File: src/hcd_ram.sv
`timescale 1ns / 1ps
// Generic simple dual-port RAM with one write port and one registered read port.
module hcd_ram #(
    parameter int  WIDTH = 8,
    parameter int  DEPTH = 16,
    localparam int AW    = $clog2(DEPTH)
) (
    input  logic             i_clk,
    input  logic             i_wr_en,
    input  logic [AW-1:0]    i_wr_addr,
    input  logic [WIDTH-1:0] i_wr_data,
    input  logic [AW-1:0]    i_rd_addr,
    output logic [WIDTH-1:0] o_rd_data
);

    logic [WIDTH-1:0] r_mem [DEPTH];
    logic [WIDTH-1:0] r_rd_data;

    always_ff @(posedge i_clk) begin
        if (i_wr_en) begin
            r_mem[i_wr_addr] <= i_wr_data;
        end
        r_rd_data <= r_mem[i_rd_addr];
    end

    assign o_rd_data = r_rd_data;

endmodule

File: config.mk
export PLATFORM = sky130hd
export DESIGN_NAME = hcd_ram
export DESIGN_NICKNAME = d
export VERILOG_FILES = /design/src/hcd_ram.sv
export SDC_FILE = /design/constraint.sdc
export NUM_CORES = 1
export LEC_CHECK = 0
export CAP_MARGIN = 20
export CORE_MARGIN = 2
export CORE_UTILIZATION = 25
export CTS_BUF_LIST = sky130_fd_sc_hd__clkbuf_8
export DETAILED_ROUTE_END_ITERATION = 16
export DONT_BUFFER_PORTS = 1
export GPL_TIMING_DRIVEN = 0
export HOLD_SLACK_MARGIN = 0.05
export SYNTH_ARGS = -nofsm -noshare
export SYNTH_HDL_FRONTEND = slang
export SYNTH_SLANG_ARGS = --single-unit
File: constraint.sdc
create_clock -name i_clk -period 3.4 [get_ports i_clk]
set_clock_uncertainty 0.2 [all_clocks]
set_input_delay 0.34 -clock i_clk [delete_from_list [all_inputs] [get_ports i_clk]]
set_output_delay 0.34 -clock i_clk [all_outputs]
set_load 0.03 [all_outputs]
==> flow_summary.yaml <==
min_path:
  hp-class: "primary input to flip-flop"
  min_from: "i_wr_addr[1]"
final_layout:
  finalNonFillerCells: 546
  final_area_sq_um: 6050
  final_nets: 281
  multiInputGateArea_sq_um: 1060
  syn_to_final_growth_pct: 17.6
  diodes: 0
  n_fill_cell: 1932
  seq_area_sq_um: 4000
  drive_gt1_share_pct: 22.8
setup_path:
  worstSetupEndpointType: "flip-flop"
  cpMaxStageDelayCell: "dlygate4sd3_1"
  critical_path.startpoint: "i_wr_addr[0]"
  reg2reg_setup_slack_ns: 1.66
  cp.required_ns: 3.34
  critPathMaxFanout: 4
  path_cells: "dlygate4sd3_1, nor3_1, dlygate4sd3_1"
  start_kind: "primary input"
  worst_path_most_repeated_cell: "dlygate4sd3_1"
  worstSetupPathType: "primary input to flip-flop"
  critPathMaxStageDelay_ns: 0.65
  cp.arrival_ns: 1.88
  worstReg2RegStart: "r_mem[1][1]"
global_routing:
  grt_first_pass_wirelength_um: 15800
  grt_max_degree: 17
  overflow: 0
  grt_pass1_vias: 2473
  antenna_found_initial: 0
  grt_usage_pct: 10.3
sta:
  max_freq_mhz: 515
  period_needed_ns: 1.94
  tns_ns: 0
  relSlewSlack_pct: 39.1
  finalHoldViolCount: 0
  setup_viol: 0
  worst_pin_slew_ns: 0.910
  fin_ws_ns: 1.46
  rsz0062_at_grt: "false"
  drv_slew: 0
  post-route-period-util_pct: 57.1
flow_run:
  drv_cap: 0
clocking:
  cts_tree: "built"
  htreeDepth: 4
  insertion_delay_ns: 0.43
  root_buffer: "clkbuf_8"
  clkSinkCount: 136
  cts_setup_buffers: 0
  clk_pin_slew_ns: 0.08
  numCtsBuffers: 17
  clockBufferDepth: 2
synth:
  async_flop_share_pct: 0
  synth_area_leaders: "edfxtp_1 75%, mux4_2 7.9%, mux4_1 7.1%"
  yosys.area.top_type: "edfxtp_1"
  yosysTopAreaCellShare_pct: 74.7
  synth_cells: 229
  synth_edf_count: 128
  synth_ff_type: "edfxtp_1"
  synth_nets: 247
  yosys-top-cells-count: "128 x edfxtp_1, 18 x mux4_2, 16 x a22oi_1, 14 x mux4_1, 13 x nor2_1"
  ys_ff_latch: 136
  synth.most_common_cell: "edfxtp_1"
  synth_warnings: 0
  synth_cell_types: 19
  avgSynthCellArea_sq_um: 22.5
  syn_area_sq_um: 5150
  seq_area_frac_synth_pct: 77.8
routing:
  first_pass_iters: 4
  wl_met1_um: 4830
  drt_iter0_markers: 273
  top_layer_used: "met4"
  antenna_left: 0
  wl_um: 10500
  vias_per_cell: 4.29
  wl_met3_um: 661
  dr_wl_met2_um: 4970
  drc_errors: 0
  wl_per_cell_um: 19.3
  vias: 2345
floorplan:
  fp.dieH_um: 147
  coreArea_sq_um: 20200
  die_w_um: 147
  initial_utilization_pct: 25.4
  dieArea_sq_um: 21800
  placementRows: 52
  ios: 26
status:
  outcome: "finished clean"
placed_design:
  place_congestion: 0.780
  dp_cells: 503
  hpwl_um: 6860
  dp_slack_ns: 1.15
  portBuffers: 0
  place_area_sq_um: 5510
power_and_ir_drop:
  power_leakage_nw: 1.92
  p_per_area_nw_per_um2: 578
  ir_drop_mv: 0.320
## worst paths after layout
kind / endpoint / cells after the start
max reg2reg: o_rd_data[1] / 3
min reg2reg: o_rd_data[3] / 3
max: r_mem[4][4] / 3
min: r_mem[4][6] / 2
## per-layer routing
layer | up-vias | global-route usage, %
met1 | 1236 | 13.6
li1 | 1044 | -
met4 | 0 | 2.88
met5 | - | 0
met3 | 6 | 4.54
met2 | 59 | 15.6
## critical path: cells and delay by family
| kind | cells | cell delay (ns) |
|---|---|---|
| buffers and inverters | 2 | 1.27 |
| and+or+nand+nor | 1 | 0.27 |
## where the power goes
group	leakage [nW]	internal, mW	switching (mW)
registers	1.22	1.87	0.0346
logic	0.489	0.0693	0.0960
clock network	0.208	0.801	0.626
## layout make-up
cell class | instances | share of cell area [%]
flip-flops and latches | 136 | 66.1
repair buffers | 15 | 2.23
plain buffers | 10 | 1.43
clock buffers | 17 | 3.86
clock inverters | 15 | 3.31
well taps | 270 | 5.58
multi-input cells | 83 | 17.5
## flip-flops by register name, summed over array words and instances (netlist names)
signal,cells
r_mem,128
o_rd_data,8
## what timing repair did
action / in CTS / in global routing
hold buffers: 11 / 0
resized for setup: 0 / 0
endpoints found under the hold margin: 140 / 0
## stage by stage
stage / total power [mW] / hold slack [ns] / utilization [%]
6_report: 3.50 / 0.110 / 29.9
3_5_place_dp: 2.08 / 0.240 / 27.2
5_1_grt: 3.62 / 0.0836 / 29.9
3_3_place_gp: 2.07 / 0.240 / 27.1
4_1_cts: 3.53 / 0.0869 / 29.9
2_1_floorplan: 2.03 / 0.239 / -
## cells in the final DEF (no fill, tap or decap), types with 5 or more instances in the layout
cell / instances
edfxtp_1: 128
mux4_2: 18
clkbuf_8: 17
nand2_1: 9
nor2_1: 13
mux4_1: 14
dfxtp_1: 8
clkinvlp_4: 5
buf_2: 5
a22oi_1: 16
dlygate4sd3_1: 11
## cells by family after synthesis
| kind of cell | Yosys count | synth area share, % |
|---|---|---|
| flops | 136 | 77.8 |
| simple gates | 35 | 3.18 |
| mux | 32 | 15.0 |
| compound gates | 16 | 2.33 |
| buf+inv | 10 | 1.68 |
(Power assumes the default switching activity.)
